===== config.mk =====
export PLATFORM = sky130hd
export DESIGN_NAME = bffa_ffs
export DESIGN_NICKNAME = d
export VERILOG_FILES = /design/src/rtl/bffa_pkg.sv /design/src/rtl/bffa_ffs.sv
export SDC_FILE = /design/constraint.sdc
export NUM_CORES = 1
export LEC_CHECK = 0
export BUFFER_PORTS_ARGS = -buffer_cell sky130_fd_sc_hd__buf_4
export CORE_MARGIN = 3
export CORE_UTILIZATION = 45
export DETAILED_ROUTE_END_ITERATION = 7
export PLACE_DENSITY_LB_ADDON = 0.15
export SETUP_SLACK_MARGIN = 0.02
export SLEW_MARGIN = 20
export SYNTH_ARGS = -nofsm -noshare
export SYNTH_HDL_FRONTEND = slang
export SYNTH_SLANG_ARGS = --single-unit

===== constraint.sdc =====
create_clock -name vclk -period 2.4
set_input_delay 0.24 -clock vclk [all_inputs]
set_output_delay 0.24 -clock vclk [all_outputs]
set_load 0.01 [all_outputs]

===== src/rtl/bffa_pkg.sv =====
// shared types, constants and status codes of the first-fit bitmap allocator
// no dependencies; imported by every module of the block except bffa_ram
`default_nettype none

package bffa_pkg;

    // map word and field widths
    localparam int unsigned WORD_BITS    = 64;
    localparam int unsigned BIT_W        = 6;
    localparam int unsigned NUM_W        = 14;
    localparam int unsigned STAT_W       = 2;

    // default map capacity and register reset value
    localparam int unsigned DEF_MAP_BITS = 8192;
    localparam int unsigned RESET_SIZE   = 8192;
    localparam int unsigned SIZE_MAX     = 16383;

    localparam logic [NUM_W-1:0] COUNT_MAX = 14'h3FFF;

    // request codes
    localparam logic FUNC_ALLOC = 1'b0;
    localparam logic FUNC_FREE  = 1'b1;

    // result status codes
    localparam logic [STAT_W-1:0] STAT_OK      = 2'd0;
    localparam logic [STAT_W-1:0] STAT_FULL    = 2'd1;
    localparam logic [STAT_W-1:0] STAT_RANGE   = 2'd2;
    localparam logic [STAT_W-1:0] STAT_ALREADY = 2'd3;

    typedef logic [WORD_BITS-1:0] t_word;

    // find-first result
    typedef struct packed {
        logic             found;
        logic [BIT_W-1:0] idx;
    } t_ffs_res;

endpackage

`default_nettype wire


===== src/rtl/bffa_ffs.sv =====
// find-first-set unit: lowest set bit of one map word
// depends on bffa_pkg
`default_nettype none

module bffa_ffs
    import bffa_pkg::*;
(
    input  wire t_word    i_bits,
    output t_ffs_res      o_res
);

    always_comb begin
        o_res.found = |i_bits;
        o_res.idx   = '0;
        // priority from the top down so the lowest set bit wins
        for (int j = WORD_BITS - 1; j >= 0; j--) begin
            if (i_bits[j]) begin
                o_res.idx = BIT_W'(j);
            end
        end
    end

endmodule

`default_nettype wire


# After elaboration in Yosys (flattened, before gate mapping)
# Index checks and enable logic that the tools add are counted.
[classes]
mux = 64
n_reduce_logical = 1
[ops]
columns = ["cell", "n"]
rows = [
  ["2-to-1 mux 6 bit", 64],
  ["OR reduction 64 bit", 1],
]
[totals]
regBits = 0
output_inout_bits = 7
word_cells = 65

# Longest topological paths before layout
# Gate-level depths: netlist of run 1.
[logic_depth]
depth_word = 64
depth_mapped = 5
depth_no_buf = 5

# Worst setup path after synthesis of run 1
# OpenSTA, ideal clock, no wires.
[synth_timing]
kind = "input port to output port"
start = "input i_bits[15]"
end = "output o_res[5] (netlist bit)"
cell_stages = 4
path_slack_ns = 0.675
arrival_ns = 1.485
t_required_ns = 2.160
cell_sequence = "or4_4 -> nor2b_2 -> nand3_1 -> nor4_1"
[synth_lines]
columns = ["element", "line", "text"]
rows = [
  ["from (decl)", "bffa_ffs.sv:8", "input wire t_word i_bits,"],
  ["to (decl)", "bffa_ffs.sv:9", "output t_ffs_res o_res"],
]

==> impl_metrics.prom, run 1 <==
# TYPE chip_impl_metric gauge
chip_impl_info{name="run_status",value="complete, no violations"} 1
chip_impl_metric{name="avgRoutedWirePerCell",unit="µm"} 14.2
chip_impl_info{name="synth_top_area_cell",value="sky130_fd_sc_hd__nor4_1"} 1
chip_impl_metric{name="setup_slack",unit="ps"} 401
chip_impl_metric{name="count_of_antenna_violating_nets_left_after_detailed_routing",unit=""} 0
chip_impl_metric{name="yosys_warn_count",unit=""} 0
chip_impl_metric{name="synth_fp_nets",unit=""} 209
chip_impl_info{name="timing.critical_path.mode_cell",value="sky130_fd_sc_hd__buf_4"} 1
chip_impl_info{name="holdCritPathClass",value="in2out"} 1
chip_impl_info{name="final_common_cell",value="sky130_fd_sc_hd__buf_4"} 1
chip_impl_metric{name="register_area",unit="µm²"} 0
chip_impl_metric{name="power.static_leakage",unit="nW"} 0.586
chip_impl_metric{name="floorplan.initialDensity",unit=""} 0.492
chip_impl_metric{name="synthesis.area",unit="µm²"} 887
chip_impl_metric{name="post_detail_place_hpwl",unit="µm"} 2960
chip_impl_metric{name="max-cap-violations",unit=""} 0
chip_impl_info{name="cp_cell_sequence",value="buf_4 -> or4_4 -> nor4b_4 -> nand3_2 -> nor2_2 -> nand3b_1 -> buf_4"} 1
chip_impl_info{name="critPathSlowestCell",value="sky130_fd_sc_hd__or4_4"} 1
chip_impl_metric{name="fmax",unit="GHz"} 0.500
chip_impl_metric{name="finish.cell_count_without_fillers",unit=""} 241
chip_impl_metric{name="number_of_diodes_added_for_antenna_fixing",unit=""} 0
chip_impl_metric{name="detailroute.via_count",unit=""} 1479
chip_impl_metric{name="vdd.ir_drop.worst",unit="mV"} 0.104
chip_impl_metric{name="post_drt_via_cell_ratio",unit=""} 6.14
chip_impl_metric{name="number_of_antenna_violations_at_the_first_check_in_global_routing",unit=""} 0
chip_impl_metric{name="dp_slack",unit="ps"} 409
chip_impl_metric{name="crit_arrival",unit="ps"} 1760
chip_impl_metric{name="n_clock_buffer",unit=""} 0
chip_impl_metric{name="overflow",unit=""} 0
chip_impl_metric{name="drtIter0Drc",unit=""} 34
chip_impl_info{name="worstSetupEndpointType",value="output pin"} 1
chip_impl_metric{name="fp.dieH",unit="µm"} 50.4
chip_impl_metric{name="total_wire_length_after_detailed_routing",unit="µm"} 3410
chip_impl_metric{name="post_synth_and_or_nand_nor_area_fraction",unit=""} 0.594
chip_impl_metric{name="total_power",unit="mW"} 0.192
chip_impl_metric{name="compound_gate_portion_of_the_synthesized_area",unit=""} 0.364
chip_impl_metric{name="timing.slew.headroom",unit=""} 0.634
chip_impl_metric{name="drive_gt1_frac",unit=""} 0.366
chip_impl_metric{name="cellPowerDensity",unit="nW/µm²"} 132
chip_impl_metric{name="timing_max_transition_violations_final",unit=""} 0
chip_impl_metric{name="post_synth_mux_area_share",unit=""} 0
chip_impl_metric{name="synth_cell_types",unit=""} 40
chip_impl_metric{name="placed_cells_incl_taps",unit=""} 241
chip_impl_metric{name="post-route-min-period",unit="ps"} 2000
chip_impl_metric{name="netlist.area_leader.share",unit=""} 0.113
chip_impl_metric{name="worst-endpoint-required",unit="ps"} 2160
chip_impl_metric{name="cts-hold-fix-buffers",unit=""} 0
chip_impl_metric{name="number_of_global_route_vias_before_repair",unit=""} 1382
chip_impl_metric{name="setup-tns-final",unit="ps"} 0
chip_impl_metric{name="hold_violations",unit=""} 0
chip_impl_metric{name="placement.io_buffers",unit=""} 71
chip_impl_metric{name="remaining_drc_errors",unit=""} 0
chip_impl_metric{name="yosys.area_share.xor_xnor",unit=""} 0
chip_impl_metric{name="fraction_of_the_mapped_netlist_area_in_adder_cells",unit=""} 0
chip_impl_metric{name="core_area",unit="µm²"} 1800
chip_impl_metric{name="fin_nets",unit=""} 282
chip_impl_metric{name="die_w",unit="µm"} 50.4
chip_impl_metric{name="die_area",unit="µm²"} 2540
chip_impl_metric{name="syn-mean-instance-area",unit="µm²"} 6.12
chip_impl_metric{name="tritonroute_pass_1_iters",unit=""} 4
chip_impl_metric{name="crit_path_max_fanout",unit=""} 3
chip_impl_metric{name="layout-area-overhead-vs-synth",unit="%"} 63.6
chip_impl_metric{name="post_cts_resize_count",unit=""} 0
chip_impl_metric{name="setup-violations-final",unit=""} 0
chip_impl_metric{name="grt_first_pass_wirelength",unit="µm"} 5440
chip_impl_info{name="most_frequent_cells_in_the_layout",value="sky130_fd_sc_hd__buf_4, sky130_fd_sc_hd__nor2_1, sky130_fd_sc_hd__nor4_1"} 1
chip_impl_metric{name="cp_slowest_stage_delay",unit="ps"} 540
chip_impl_info{name="rsz_0062_raised_after_global_routing",value="no"} 1
chip_impl_metric{name="setup_fix_bufs_post_cts",unit=""} 0
chip_impl_metric{name="place_congestion",unit=""} 0.889
chip_impl_info{name="critPathKind",value="in2out"} 1
chip_impl_metric{name="global_route.usage.total",unit=""} 0.256
chip_impl_metric{name="rows",unit=""} 15
chip_impl_metric{name="worstMarginPinSlew",unit="ps"} 544
chip_impl_metric{name="postSynthCellCount",unit=""} 145
chip_impl_metric{name="num_ports",unit=""} 71
chip_impl_metric{name="ys_seq_area_frac",unit=""} 0
chip_impl_info{name="synth_top_family_by_area",value="simple AND/OR/NAND/NOR gates"} 1
chip_impl_metric{name="fin_crit_sh",unit=""} 0.833
chip_impl_info{name="critPathLaunchType",value="input port"} 1
chip_impl_info{name="yosys-top-cells-area",value="sky130_fd_sc_hd__nor4_1, sky130_fd_sc_hd__nor2_1, sky130_fd_sc_hd__nor3_1, sky130_fd_sc_hd__a21oi_1, sky130_fd_sc_hd__nor4_4"} 1
chip_impl_metric{name="grt_start_max_net_pins",unit=""} 6
chip_impl_metric{name="layout.sequential_cells",unit=""} 0
layer usage:
metal / GRT usage / wire [µm] / vias to the layer above
met5: 0 / 0 / -
met4: 0.0493 / 48 / 0
met3: 0.0148 / 235 / 6
met2: 0.511 / 1730 / 69
met1: 0.294 / 1400 / 679
li1: - / - / 725
cell families (layout without fill, tap and decap cells):
| logic type | count (synthesis) | after routing |
|---|---|---|
| AO/OA/AOI/OAI | 47 | 47 |
| buffers and inverters | 10 | 81 |
| AND/OR/NAND/NOR | 88 | 88 |
final timing paths:
check,start,endpoint,slack [ps],cells after the start
max,i_bits[62],o_res[6],400,7
min,i_bits[0],o_res[3],880,5
cell type report:
cell class	instances	area (µm²)
Tap cell	25	31.3
Timing Repair Buffer	71	533
Multi-Input combinational cell	135	850
Fill cell	151	350
Inverter	10	37.5
power by group:
group / switching [mW] / internal (mW) / total [mW]
sequential: 0 / 0 / 0
combinational: 0.0890 / 0.103 / 0.192
clock: 0 / 0 / 0
total: 0.0890 / 0.103 / 0.192
metrics by stage:
step / instance area, µm² / hold slack [ps] / util
6_report: 1450 / 885 / 0.806
5_1_grt: 1450 / 908 / 0.806
4_1_cts: 1450 / 875 / 0.806
3_5_place_dp: 1450 / 874 / 0.806
3_3_place_gp: 1450 / 863 / 0.806
2_1_floorplan: 887 / 619 / -
critical path, delay by kind of cell:
family | cells | cell delay, ps
buffers and inverters | 2 | 280
AND/OR/NAND/NOR | 5 | 1230
Yosys cell counts (3+ instances only):
master / instances
sky130_fd_sc_hd__o21ai_0: 6
sky130_fd_sc_hd__o21bai_1: 3
sky130_fd_sc_hd__o21a_1: 3
sky130_fd_sc_hd__nand3_1: 6
sky130_fd_sc_hd__nor2b_1: 4
sky130_fd_sc_hd__o31ai_1: 3
sky130_fd_sc_hd__inv_1: 10
sky130_fd_sc_hd__o211ai_1: 4
sky130_fd_sc_hd__or3_1: 3
sky130_fd_sc_hd__nand2b_1: 4
sky130_fd_sc_hd__nand2_1: 9
sky130_fd_sc_hd__nor2_1: 19
sky130_fd_sc_hd__or4_1: 3
sky130_fd_sc_hd__nor4_1: 16
sky130_fd_sc_hd__nor3_1: 12
sky130_fd_sc_hd__a21oi_1: 10
(Power assumes the default switching activity.)
==> inputs of run 2 (changes only) <==
CORE_UTILIZATION = 38   (was 45)
clock period = 1.81 ns   (was 2.4 ns; I/O delays follow)
==> run 2 against run 1 <==
Compared with the run above:
- combinational power is 43% higher
- first-iteration DRC count is 38% lower
- via count is 0.54% lower
- hold slack worse by 140 ps
- cell area is 9.1% higher
- wire length is 0.23% lower
- critical endpoint unchanged
- die area is 16% higher
- largest cell class unchanged
- global-route usage is 3.3 points lower
- total power is 42% higher
==> impl_metrics.prom, run 2 (synthesis results as in run 1) <==
# TYPE chip_impl_metric gauge
chip_impl_info{name="run_status",value="complete, no violations"} 1
chip_impl_info{name="timing.critical_path.from",value="i_bits[12]"} 1
chip_impl_metric{name="cts-hold-fix-buffers",unit=""} 0
chip_impl_metric{name="number_of_antenna_violations_at_the_first_check_in_global_routing",unit=""} 0
chip_impl_metric{name="vdd.ir_drop.worst",unit="mV"} 0.112
chip_impl_metric{name="rows",unit=""} 16
chip_impl_metric{name="detailroute.via_count",unit=""} 1471
chip_impl_metric{name="dp_slack",unit="ps"} -49.8
chip_impl_metric{name="max-cap-violations",unit=""} 0
chip_impl_metric{name="fin_crit_sh",unit=""} 0.993
chip_impl_metric{name="cellPowerDensity",unit="nW/µm²"} 173
chip_impl_metric{name="area_of_the_multi_input_gates",unit="µm²"} 893
chip_impl_metric{name="fp.dieH",unit="µm"} 54.3
chip_impl_metric{name="post_drt_via_cell_ratio",unit=""} 5.86
chip_impl_metric{name="drtIter0Drc",unit=""} 21
chip_impl_metric{name="worstMarginPinSlew",unit="ps"} 466
chip_impl_metric{name="setup-tns-final",unit="ps"} 0
chip_impl_metric{name="post-route-min-period",unit="ps"} 1800
chip_impl_info{name="holdCritPathClass",value="in2out"} 1
chip_impl_info{name="critPathLaunchType",value="input port"} 1
chip_impl_metric{name="place_congestion",unit=""} 0.833
chip_impl_metric{name="avgRoutedWirePerCell",unit="µm"} 13.6
chip_impl_metric{name="count_of_antenna_violating_nets_left_after_detailed_routing",unit=""} 0
chip_impl_info{name="origin_of_the_worst_min_delay_path",value="i_bits[1]"} 1
chip_impl_metric{name="hold_violations",unit=""} 0
chip_impl_metric{name="crit_path_max_fanout",unit=""} 3
chip_impl_metric{name="crit_arrival",unit="ps"} 1620
chip_impl_info{name="most_frequent_cells_in_the_layout",value="sky130_fd_sc_hd__buf_4, sky130_fd_sc_hd__nor2_1, sky130_fd_sc_hd__nor4_1"} 1
chip_impl_metric{name="grt_first_pass_wirelength",unit="µm"} 5170
chip_impl_metric{name="timing_max_transition_violations_final",unit=""} 0
chip_impl_metric{name="n_clock_buffer",unit=""} 0
chip_impl_info{name="final_common_cell",value="sky130_fd_sc_hd__buf_4"} 1
chip_impl_metric{name="number_of_diodes_added_for_antenna_fixing",unit=""} 0
chip_impl_metric{name="worst-endpoint-required",unit="ps"} 1630
chip_impl_metric{name="remaining_drc_errors",unit=""} 0
chip_impl_info{name="worstSetupEndpointType",value="output pin"} 1
chip_impl_metric{name="layout-area-overhead-vs-synth",unit="%"} 78.6
chip_impl_metric{name="power.static_leakage",unit="nW"} 0.651
chip_impl_metric{name="overflow",unit=""} 0
chip_impl_metric{name="global_route.usage.total",unit=""} 0.223
chip_impl_metric{name="tritonroute_pass_1_iters",unit=""} 4
chip_impl_info{name="critPathKind",value="in2out"} 1
chip_impl_metric{name="fin_nets",unit=""} 290
chip_impl_metric{name="fmax",unit="GHz"} 0.557
chip_impl_metric{name="die_area",unit="µm²"} 2950
chip_impl_metric{name="number_of_global_route_vias_before_repair",unit=""} 1303
chip_impl_metric{name="total_wire_length_after_detailed_routing",unit="µm"} 3400
chip_impl_metric{name="nFillCells",unit=""} 165
chip_impl_metric{name="setup_slack",unit="ps"} 13.5
chip_impl_info{name="rsz_0062_raised_after_global_routing",value="yes"} 1
chip_impl_metric{name="setup-violations-final",unit=""} 0
chip_impl_metric{name="die_w",unit="µm"} 54.3
chip_impl_metric{name="timing.slew.headroom",unit=""} 0.687
chip_impl_metric{name="grt_start_max_net_pins",unit=""} 6
chip_impl_metric{name="floorplan.initialDensity",unit=""} 0.426
chip_impl_metric{name="num_ports",unit=""} 71
chip_impl_metric{name="post_detail_place_hpwl",unit="µm"} 2930
chip_impl_metric{name="register_area",unit="µm²"} 0
chip_impl_metric{name="layout.sequential_cells",unit=""} 0
chip_impl_metric{name="core_area",unit="µm²"} 2080
chip_impl_metric{name="drive_gt1_frac",unit=""} 0.415
chip_impl_metric{name="placement.io_buffers",unit=""} 71
-- run 2: repair_timing --
action | CTS | global route
setup endpoints to repair | 3 | 7
pin swaps | 8 | 1
gates resized for setup | 13 | 3
buffers inserted | 1 | 0
-- run 2: critical path, stage by stage --
cell                       delay, ps
sky130_fd_sc_hd__buf_6            90
sky130_fd_sc_hd__or4_4           560
sky130_fd_sc_hd__nor2b_2         150
sky130_fd_sc_hd__nand3_1         120
sky130_fd_sc_hd__buf_4           180
sky130_fd_sc_hd__nand3b_1        170
sky130_fd_sc_hd__buf_4           160
-- run 2: worst paths after layout --
check                 cells after the start  slack [ps]        to
worst max-delay path                      7          10  o_res[6]
worst min-delay path                      5         740  o_res[3]
-- run 2: cell type report --
| type | instances | share of cell area |
|---|---|---|
| Multi-Input combinational cell | 135 | 0.564 |
| Timing Repair Buffer | 79 | 0.391 |
| Inverter | 10 | 0.0237 |
| Tap cell | 27 | 0.0213 |
-- run 2: routing by layer --
| layer | vias up | part of all wire | global-route usage |
|---|---|---|---|
| met1 | 658 | 0.38 | 0.255 |
| met2 | 63 | 0.49 | 0.428 |
| li1 | 739 | - | - |
| met5 | - | 0 | 0 |
| met4 | 0 | 0.027 | 0.0664 |
| met3 | 11 | 0.097 | 0.0218 |
-- run 2: report_power, final --
group,total [mW],internal [mW],leakage (nW),switching (mW)
registers,0,0,0,0
logic,0.274,0.151,0.651,0.123
clock network,0,0,0,0
total,0.274,0.151,0.651,0.123
-- run 2: through the flow --
| stage | power, mW | util | instances | hold WS, ps | instance area (µm²) |
|---|---|---|---|---|---|
| 3_5_place_dp | 0.258 | 0.724 | 250 | 740 | 1510 |
| 5_1_grt | 0.298 | 0.761 | 251 | 788 | 1580 |
| 3_3_place_gp | 0.250 | 0.724 | 250 | 743 | 1510 |
| 2_1_floorplan | 0.0726 | - | 145 | 501 | 887 |
| 6_report | 0.274 | 0.761 | 251 | 743 | 1580 |
| 4_1_cts | 0.269 | 0.755 | 251 | 742 | 1570 |
